<file path="src/hw/rtl/aol_pkg.sv">
package aol_pkg;

  typedef enum logic [2:0] {
    MODE_APPEND,
    MODE_REM_POS,
    MODE_REM_VAL,
    MODE_FIND,
    MODE_READ,
    MODE_CLEAR
  } mode_e;

  typedef enum logic [1:0] {
    ST_OK,
    ST_FULL,
    ST_RANGE,
    ST_MISSING
  } status_e;

  typedef enum logic [1:0] {
    S_IDLE,
    S_SCAN,
    S_FIN
  } fsm_e;

  typedef struct packed {
    logic [2:0]         mode;
    logic signed [31:0] value;
    logic [4:0]         position;
  } in_t;

  typedef struct packed {
    logic [1:0]         status;
    logic signed [31:0] data;
    logic [4:0]         found_index;
    logic [5:0]         count;
  } out_t;

  typedef struct packed {
    logic load;
    logic shift;
    logic cmp;
  } cell_ctl_t;

endpackage

</file>
<file path="src/hw/rtl/aol_cell.sv">
module aol_cell (
  input  logic                    clk_i,
  input  aol_pkg::cell_ctl_t      ctl_i,
  input  logic                    valid_i,
  input  logic signed [31:0]      key_i,
  input  logic signed [31:0]      nbr_i,
  output logic signed [31:0]      entry_o,
  output logic                    match_o
);
  import aol_pkg::*;

  logic signed [31:0] entry_q, entry_d;
  logic               match_q, match_d;

  always_comb begin
    entry_d = entry_q;
    if (ctl_i.shift) begin
      entry_d = nbr_i;
    end else if (ctl_i.load) begin
      entry_d = key_i;
    end
    match_d = ctl_i.cmp ? (valid_i && (entry_q == key_i)) : match_q;
  end

  always_ff @(posedge clk_i) begin
    entry_q <= entry_d;
    match_q <= match_d;
  end

  assign entry_o = entry_q;
  assign match_o = match_q;

endmodule

</file>
<file path="src/hw/rtl/ordered_array_list_engine.sv">
// Ordered list of signed 32-bit entries, CAPACITY deep, one cell per entry.
// Input channel in_valid_i/in_ready_o carries one beat per operation (mode,
// value, position); output channel out_valid_o/out_ready_i returns exactly
// one beat per operation (status, data, found_index, count).
// Operations: append, remove at position, remove first match of value,
// find first match of value, read at position, clear. Removal shifts all
// later cells down by one place at once.
// Append, remove at position, read and clear go from acceptance straight
// to the finish state. Find and remove value compare all cells in
// parallel, then a scan steps over the registered match flags one entry per
// cycle up to the first match, or to the end of the list when none matches.
// One operation is in flight at a time; the next beat is taken the cycle
// after the previous result is loaded into the output register.
// Reset empties the list; cell contents are not cleared.
// When the receiver stalls, the result waits in the output register; one
// further beat may be accepted and then holds until that register frees.
module ordered_array_list_engine #(
  parameter int CAPACITY = 32
) (
  input  logic          clk_i,
  input  logic          rst_ni,
  input  logic          in_valid_i,
  output logic          in_ready_o,
  input  aol_pkg::in_t  in_i,
  output logic          out_valid_o,
  input  logic          out_ready_i,
  output aol_pkg::out_t out_o
);
  import aol_pkg::*;

  localparam int CW = $clog2(CAPACITY + 1);
  localparam int IW = $clog2(CAPACITY);
  localparam int XW = (CW > 5) ? CW : 5;

  fsm_e               state_q, state_d;
  in_t                op_q;
  logic [IW-1:0]      scan_q, scan_d;
  logic               hit_q, hit_d;
  logic [IW-1:0]      hit_idx_q, hit_idx_d;
  logic [CW-1:0]      count_q, count_d, count_n;
  out_t               out_q, res;
  logic               out_valid_q, out_valid_d;

  logic               accept, fin_go, scan_end;
  logic               do_load, do_shift;
  logic [XW-1:0]      sidx, pos_x, cnt_x;
  logic signed [31:0] key, rd_data;
  logic signed [31:0] entry_w [CAPACITY];
  logic [CAPACITY-1:0] match_w;

  assign in_ready_o = (state_q == S_IDLE);
  assign accept     = in_valid_i && in_ready_o;
  assign fin_go     = (state_q == S_FIN) && (!out_valid_q || out_ready_i);
  assign scan_end   = (CW'(scan_q) + CW'(1)) >= count_q;
  assign key        = accept ? in_i.value : op_q.value;
  assign pos_x      = XW'(op_q.position);
  assign cnt_x      = XW'(count_q);

  for (genvar i = 0; i < CAPACITY; i++) begin : g_cell
    cell_ctl_t          ctl;
    logic signed [31:0] nbr;

    if (i == CAPACITY - 1) begin : g_last
      assign nbr = '0;
    end else begin : g_mid
      assign nbr = entry_w[i+1];
    end

    assign ctl.cmp   = accept;
    assign ctl.load  = fin_go && do_load && (XW'(i) == cnt_x);
    assign ctl.shift = fin_go && do_shift && (XW'(i) >= sidx);

    aol_cell u_cell (
      .clk_i   (clk_i),
      .ctl_i   (ctl),
      .valid_i (XW'(i) < cnt_x),
      .key_i   (key),
      .nbr_i   (nbr),
      .entry_o (entry_w[i]),
      .match_o (match_w[i])
    );
  end

  always_comb begin
    rd_data = '0;
    for (int i = 0; i < CAPACITY; i++) begin
      if (XW'(i) == pos_x) begin
        rd_data = entry_w[i];
      end
    end
  end

  // sequencing
  always_comb begin
    state_d   = state_q;
    scan_d    = scan_q;
    hit_d     = hit_q;
    hit_idx_d = hit_idx_q;
    unique case (state_q)
      S_IDLE: begin
        if (accept) begin
          scan_d    = '0;
          hit_d     = 1'b0;
          hit_idx_d = '0;
          if (in_i.mode == MODE_REM_VAL || in_i.mode == MODE_FIND) begin
            state_d = S_SCAN;
          end else begin
            state_d = S_FIN;
          end
        end
      end
      S_SCAN: begin
        if (match_w[scan_q]) begin
          hit_d     = 1'b1;
          hit_idx_d = scan_q;
          state_d   = S_FIN;
        end else if (scan_end) begin
          state_d = S_FIN;
        end else begin
          scan_d = scan_q + IW'(1);
        end
      end
      S_FIN: begin
        if (fin_go) begin
          state_d = S_IDLE;
        end
      end
      default: state_d = S_IDLE;
    endcase
  end

  // operation result
  always_comb begin
    res          = '0;
    res.status   = ST_OK;
    count_n      = count_q;
    do_load      = 1'b0;
    do_shift     = 1'b0;
    sidx         = pos_x;
    unique case (op_q.mode)
      MODE_APPEND: begin
        if (count_q == CW'(CAPACITY)) begin
          res.status = ST_FULL;
        end else begin
          do_load = 1'b1;
          count_n = count_q + CW'(1);
        end
      end
      MODE_REM_POS: begin
        if (pos_x >= cnt_x) begin
          res.status = ST_RANGE;
        end else begin
          do_shift = 1'b1;
          count_n  = count_q - CW'(1);
        end
      end
      MODE_REM_VAL: begin
        if (hit_q) begin
          res.found_index = 5'(hit_idx_q);
          sidx            = XW'(hit_idx_q);
          do_shift        = 1'b1;
          count_n         = count_q - CW'(1);
        end else begin
          res.status = ST_MISSING;
        end
      end
      MODE_FIND: begin
        if (hit_q) begin
          res.found_index = 5'(hit_idx_q);
        end else begin
          res.status = ST_MISSING;
        end
      end
      MODE_READ: begin
        if (pos_x >= cnt_x || pos_x >= XW'(CAPACITY)) begin
          res.status = ST_RANGE;
        end else begin
          res.data = rd_data;
        end
      end
      MODE_CLEAR: begin
        count_n = '0;
      end
      default: begin
        count_n = count_q;
      end
    endcase
    res.count   = 6'(count_n);
    count_d     = fin_go ? count_n : count_q;
    out_valid_d = fin_go ? 1'b1 : (out_valid_q && !out_ready_i);
  end

  always_ff @(posedge clk_i or negedge rst_ni) begin
    if (!rst_ni) begin
      state_q     <= S_IDLE;
      count_q     <= '0;
      out_valid_q <= 1'b0;
    end else begin
      state_q     <= state_d;
      count_q     <= count_d;
      out_valid_q <= out_valid_d;
    end
  end

  always_ff @(posedge clk_i) begin
    scan_q    <= scan_d;
    hit_q     <= hit_d;
    hit_idx_q <= hit_idx_d;
    if (accept) begin
      op_q <= in_i;
    end
    if (fin_go) begin
      out_q <= res;
    end
  end

  assign out_valid_o = out_valid_q;
  assign out_o       = out_q;

endmodule
</file>
<file path="config.mk">
export PLATFORM = sky130hd
export DESIGN_NAME = ordered_array_list_engine
export DESIGN_NICKNAME = d
export VERILOG_FILES = /design/src/hw/rtl/aol_pkg.sv /design/src/hw/rtl/aol_cell.sv /design/src/hw/rtl/ordered_array_list_engine.sv
export SDC_FILE = /design/constraint.sdc
export NUM_CORES = 2
export LEC_CHECK = 0
export BUFFER_PORTS_ARGS = -buffer_cell sky130_fd_sc_hd__buf_2
export CAP_MARGIN = 20
export CORE_MARGIN = 5
export CORE_UTILIZATION = 25
export CTS_CLUSTER_DIAMETER = 50
export CTS_CLUSTER_SIZE = 25
export DETAILED_ROUTE_END_ITERATION = 10
export GPL_TIMING_DRIVEN = 0
export MAX_ROUTING_LAYER = met4
export PLACE_DENSITY = 0.45
export SLEW_MARGIN = 20
export SYNTH_ARGS = -nofsm -noshare
export SYNTH_HDL_FRONTEND = slang
export SYNTH_HIERARCHICAL = 1
export SYNTH_SLANG_ARGS = --single-unit
</file>
<file path="constraint.sdc">
create_clock -name clk_i -period 5.7 [get_ports clk_i]
set_input_delay 0.285 -clock clk_i [delete_from_list [all_inputs] [get_ports clk_i]]
set_output_delay 0.285 -clock clk_i [all_outputs]
set_load 0.02 [all_outputs]
</file>
==> implementation parameters <==
Parameter                              Value

Critical path
  Worst Reg-to-Reg Cells ... 10
  Largest fanout of any net on the critical path ... 10
  CP Data Required Time ... 6.20 ns
  R2R Setup Slk ... -0.41 ns
  Critical path endpoint category ... register
  Arrival time of the worst setup path ... 6.61 ns
  Kind of start point of the critical path ... register
  Critical path class ... register to register
  Endpoint of the worst-slack reg-to-reg timing path ... out_o[33]$_SDFFCE_PP0P_
  Critical register-to-register path startpoint ... op_q[1]$_DFFE_PP_

Global routing
  Largest net degree at the start of global routing ... 56
  Initial antenna violation count ... 69
  Total routing resource utilization after global routing ... between 20% and 30%
  Overflow left after global routing ... 0
  Global-route wire length before repair ... between 500 and 600 mm
  Via count of the first global-routing pass ... about 56000

Die
  DIE HEIGHT ... roughly 550 um
  Core Footprint ... about 290000 um2
  Num ports ... just over 90
  Horizontal die dimension ... about 550 um
  Cell Rows ... about 200
  Total Die Area ... about 300000 um2
  Starting utilization of the core area ... roughly a quarter

Placement
  Placement Setup Slack ... -1.10 ns
  Half-perimeter wire length after placement ... 355 mm
  Count of input and output buffers ... 90
  Gpl congestion ... between 1 and 1.5

Route
  Final wirelength ... 453 mm
  Antenna-violating nets left ... 0
  DR iter-0 viols ... roughly 8000
  Overall via count from detail_route ... 58545
  Post-detailed-route wirelength per cell ... around 44 um
  Detailed-route vias per instance ... ~5.7
  Pre-antenna DRT Iters ... 8
  Residual DRC count ... 0

Pwr
  Peak supply drop ... about 0.35 mV
  LEAKAGE ... 29.8 nW
  P per Cell Area ... approximately 480 nW/um2

Synthesis
  Synthesized area per cell ... ~12 um2
  Mapped Cells ... a little under 6000
  Share of the synthesized area in the top cell type ... 48.1%
  Share of async-settable or async-resettable flops after synthesis ... 0.775%
  Synthesis Warnings ... 6
  Library cell occupying the most area in the post-synthesis netlist ... sky130_fd_sc_hd__edfxtp_1
  Sequential cell area fraction in the yosys report ... 48.5%
  Post-synth cell types ... 91
  Total standard cell area after synthesis ... around 72000 um2
  Top post-synthesis cells by area ... sky130_fd_sc_hd__edfxtp_1, sky130_fd_sc_hd__mux2_2, sky130_fd_sc_hd__xor2_1
  Prevailing post-synth register cell ... sky130_fd_sc_hd__edfxtp_1
  Number of synthesized register bits ... between 1000 and 1500
  Number of synthesized flops with an enable pin ... approximately 1200

Clock tree
  CTS max path bufs ... 4
  Clk pin slew, worst setup/hold paths ... 0.06 ns
  Max H-tree Level ... 4
  Root Buffer ... sky130_fd_sc_hd__clkbuf_16
  Total clock sinks ... 1161
  Inserted Clock Buffers ... between 150 and 200
  Insertion delay of the later-clocked pin in the worst-skew pair ... between 0.9 and 1 ns
  CTS tree ... yes

Timing
  Unrepaired setup endpoints after global routing ... false
  Timing-limited maximum frequency ... between 0.15 and 0.2 GHz
  Pin slew with the least headroom to its limit ... between 1 and 1.5 ns
  Shortest period the worst path allows ... a little over 6 ns
  Final cycle utilization of the critical path ... 107%
  Worst-case setup margin in the final layout ... -0.407 ns
  Final Setup Violations ... roughly 150
  Clock tree skew after final layout ... between 0.07 and 0.08 ns
  Normalized max-slew margin ... 8.31%
  Hold violation total from the final report ... 0
  Final slew viol count ... 0

Cells and area
  Post-layout net count ... approximately 6400
  Share of final-layout standard cells stronger than drive strength 1 ... 31.2%
  Post-route core utilization ... roughly 30%
  Area growth from synthesis to layout ... 20.6%

Outcome
  Run status ... finished with violations
  Violated checks ... negative setup slack

Run
  Max-capacitance violation count ... 0

Hold path
  Number of instances on the worst hold path ... 2
  Hold Path Class ... input port to register
  Hold EP ... op_q[18]$_DFFE_PP_
  Origin of the worst min-delay path ... in_i[18]
## cells in the mapped netlist (14+ instances only)
cell type and n:
sky130_fd_sc_hd__a21o_1 19, sky130_fd_sc_hd__a211o_1 22, sky130_fd_sc_hd__nor2_1 242, sky130_fd_sc_hd__o221ai_1 32
sky130_fd_sc_hd__a32o_1 15, sky130_fd_sc_hd__edfxtp_1 1152, sky130_fd_sc_hd__inv_1 32, sky130_fd_sc_hd__nor3_2 35
sky130_fd_sc_hd__nor4_1 229, sky130_fd_sc_hd__nand2b_1 31, sky130_fd_sc_hd__clkbuf_1 101, sky130_fd_sc_hd__or2_2 47
sky130_fd_sc_hd__nand3_1 176, sky130_fd_sc_hd__o22ai_1 61, sky130_fd_sc_hd__o2bb2ai_1 25, sky130_fd_sc_hd__a22oi_1 61
sky130_fd_sc_hd__xnor2_1 36, sky130_fd_sc_hd__o211ai_1 22, sky130_fd_sc_hd__nand4_1 57, sky130_fd_sc_hd__a32oi_1 21
sky130_fd_sc_hd__and2_1 22, sky130_fd_sc_hd__a222oi_1 23, sky130_fd_sc_hd__o21ai_1 21, sky130_fd_sc_hd__xor2_1 993
sky130_fd_sc_hd__and3_1 18, sky130_fd_sc_hd__nor3_1 80, sky130_fd_sc_hd__a22o_1 16, sky130_fd_sc_hd__nor3b_1 14
sky130_fd_sc_hd__a31oi_1 18, sky130_fd_sc_hd__or3_1 14, sky130_fd_sc_hd__a21oi_1 182, sky130_fd_sc_hd__buf_4 17
sky130_fd_sc_hd__o21a_1 16, sky130_fd_sc_hd__a211oi_1 35, sky130_fd_sc_hd__o22a_1 22, sky130_fd_sc_hd__ha_1 16
sky130_fd_sc_hd__nor2b_1 50, sky130_fd_sc_hd__mux2i_1 56, sky130_fd_sc_hd__a221oi_1 25, sky130_fd_sc_hd__mux2_2 1085
sky130_fd_sc_hd__nand2_1 206, sky130_fd_sc_hd__buf_2 216, sky130_fd_sc_hd__o21ai_0 161
## layout make-up
class / count / area [um2]
fill: 29016 / 199000
multi-input combinational: 4385 / 35700
sequential: 1161 / 34800
clock buffer: 213 / 5070
tap: 3762 / 4710
timing repair buffer: 201 / 2460
clock inverter: 151 / 1830
buffer: 350 / 1730
inverter: 39 / 160
antenna: 48 / 120
## placed cells by master, fill, tap and decap left out, drive strengths merged, types with 23 or more instances in the layout
master	synthesis	routed
a211oi	35	35
a21oi	183	183
a221oi	25	25
a222oi	23	23
a22oi	61	61
buf	250	405
bufinv	0	26
clkbuf	101	315
clkinv	3	67
conb	1	32
diode	0	48
dlygate4sd3	0	44
edfxtp	1152	1152
inv	36	75
mux2	1086	1086
mux2i	56	56
nand2	208	208
nand2b	31	31
nand3	177	177
nand4	57	57
nor2	244	244
nor2b	50	50
nor3	116	116
nor4	230	230
o21ai	182	182
o221ai	32	32
o22ai	61	61
o2bb2ai	25	25
or2	49	49
xnor2	36	36
xor2	993	993
## cells by family after synthesis
kind of cell | Yosys count | share of synthesized area, %
buf+inv | 390 | 2.56
simple gates | 1281 | 9.65
flops | 1161 | 48.5
compound gates | 875 | 8.39
other cells | 1 | 0.00522
xor+xnor | 1029 | 12.5
mux | 1152 | 18.1
fa+ha+maj | 16 | 0.279
## per-layer routing
layer	GRT usage [%]	vias up	wire, um
met1	37.7	30740	185000
li1	-	23531	-
met2	45.1	3433	201000
met3	5.17	841	34400
met5	-	-	0
met4	17.6	0	32700
## critical path, cell delays in order (launching register included)
cell and delay, ns:
sky130_fd_sc_hd__edfxtp_1 0.75, sky130_fd_sc_hd__buf_4 0.33, sky130_fd_sc_hd__buf_4 0.26, sky130_fd_sc_hd__buf_2 0.70
sky130_fd_sc_hd__buf_2 0.70, sky130_fd_sc_hd__mux2i_1 0.30, sky130_fd_sc_hd__nor2_1 0.09, sky130_fd_sc_hd__a2111oi_0 0.82
sky130_fd_sc_hd__o211ai_1 0.25, sky130_fd_sc_hd__a22oi_1 0.99, sky130_fd_sc_hd__a21oi_1 0.46
## power breakdown
part,internal (mW),switching (mW),total (mW)
Clock,7.76,5.05,12.8
Sequential,11.0,0.787,11.8
Combinational,5.66,11.4,17.1
## sequential cells by signal (all words and copies together) (netlist names)
signal / count
g_cell.u_cell/match_o: 32
scan_q: 5
state_q: 2
cnt_x: 6
op_q: 40
hit_idx_q: 5
g_cell.u_cell/entry_o: 1024
hit_q: 1
out_o: 45
out_valid_o: 1
## through the flow
stage / power (mW) / std cells / cell area (um2) / setup TNS (ns) / hold slack, ns
after floorplan: 20.6 / 5936 / 72000 / 0 / -0.0106
after detailed placement: 28.4 / 9851 / 79000 / -741.99 / 0.206
after global routing: 42.5 / 10296 / 86600 / 0 / 0.0770
after CTS: 41.4 / 10260 / 86400 / 0 / 0.0414
after global placement: 28.7 / 9788 / 77100 / -4288.48 / 0.205
final: 41.7 / 10310 / 86600 / -5.86 / 0.0900
## worst max-delay path by stage
stage / from / to / slack, ns / cells after the start
floorplan: state_q[0]$_DFFE_PN0P_ / g_cell[0].u_cell/match_o$_DFFE_PP_ / 0.08 / 10
global placement: state_q[0]$_DFFE_PN0P_ / g_cell[17].u_cell/match_o$_DFFE_PP_ / -6.86 / 10
detailed placement: op_q[0]$_DFFE_PP_ / g_cell[12].u_cell/entry_o[4]$_DFFE_PP_ / -1.10 / 16
CTS: op_q[1]$_DFFE_PP_ / out_o[22]$_SDFFCE_PP0P_ / 0.02 / 9
global route: op_q[0]$_DFFE_PP_ / g_cell[12].u_cell/entry_o[18]$_DFFE_PP_ / 0.004 / 15
finish: op_q[1]$_DFFE_PP_ / out_o[33]$_SDFFCE_PP0P_ / -0.41 / 10
## timing repair
item,in CTS,in global routing
hold endpoints to repair,58,0
resized for setup,18,12
hold buffers,44,0
setup endpoints to repair,1597,313
setup buffers,2,0
pin swaps,0,0
Note: power is estimated with default switching activity, not from simulation.
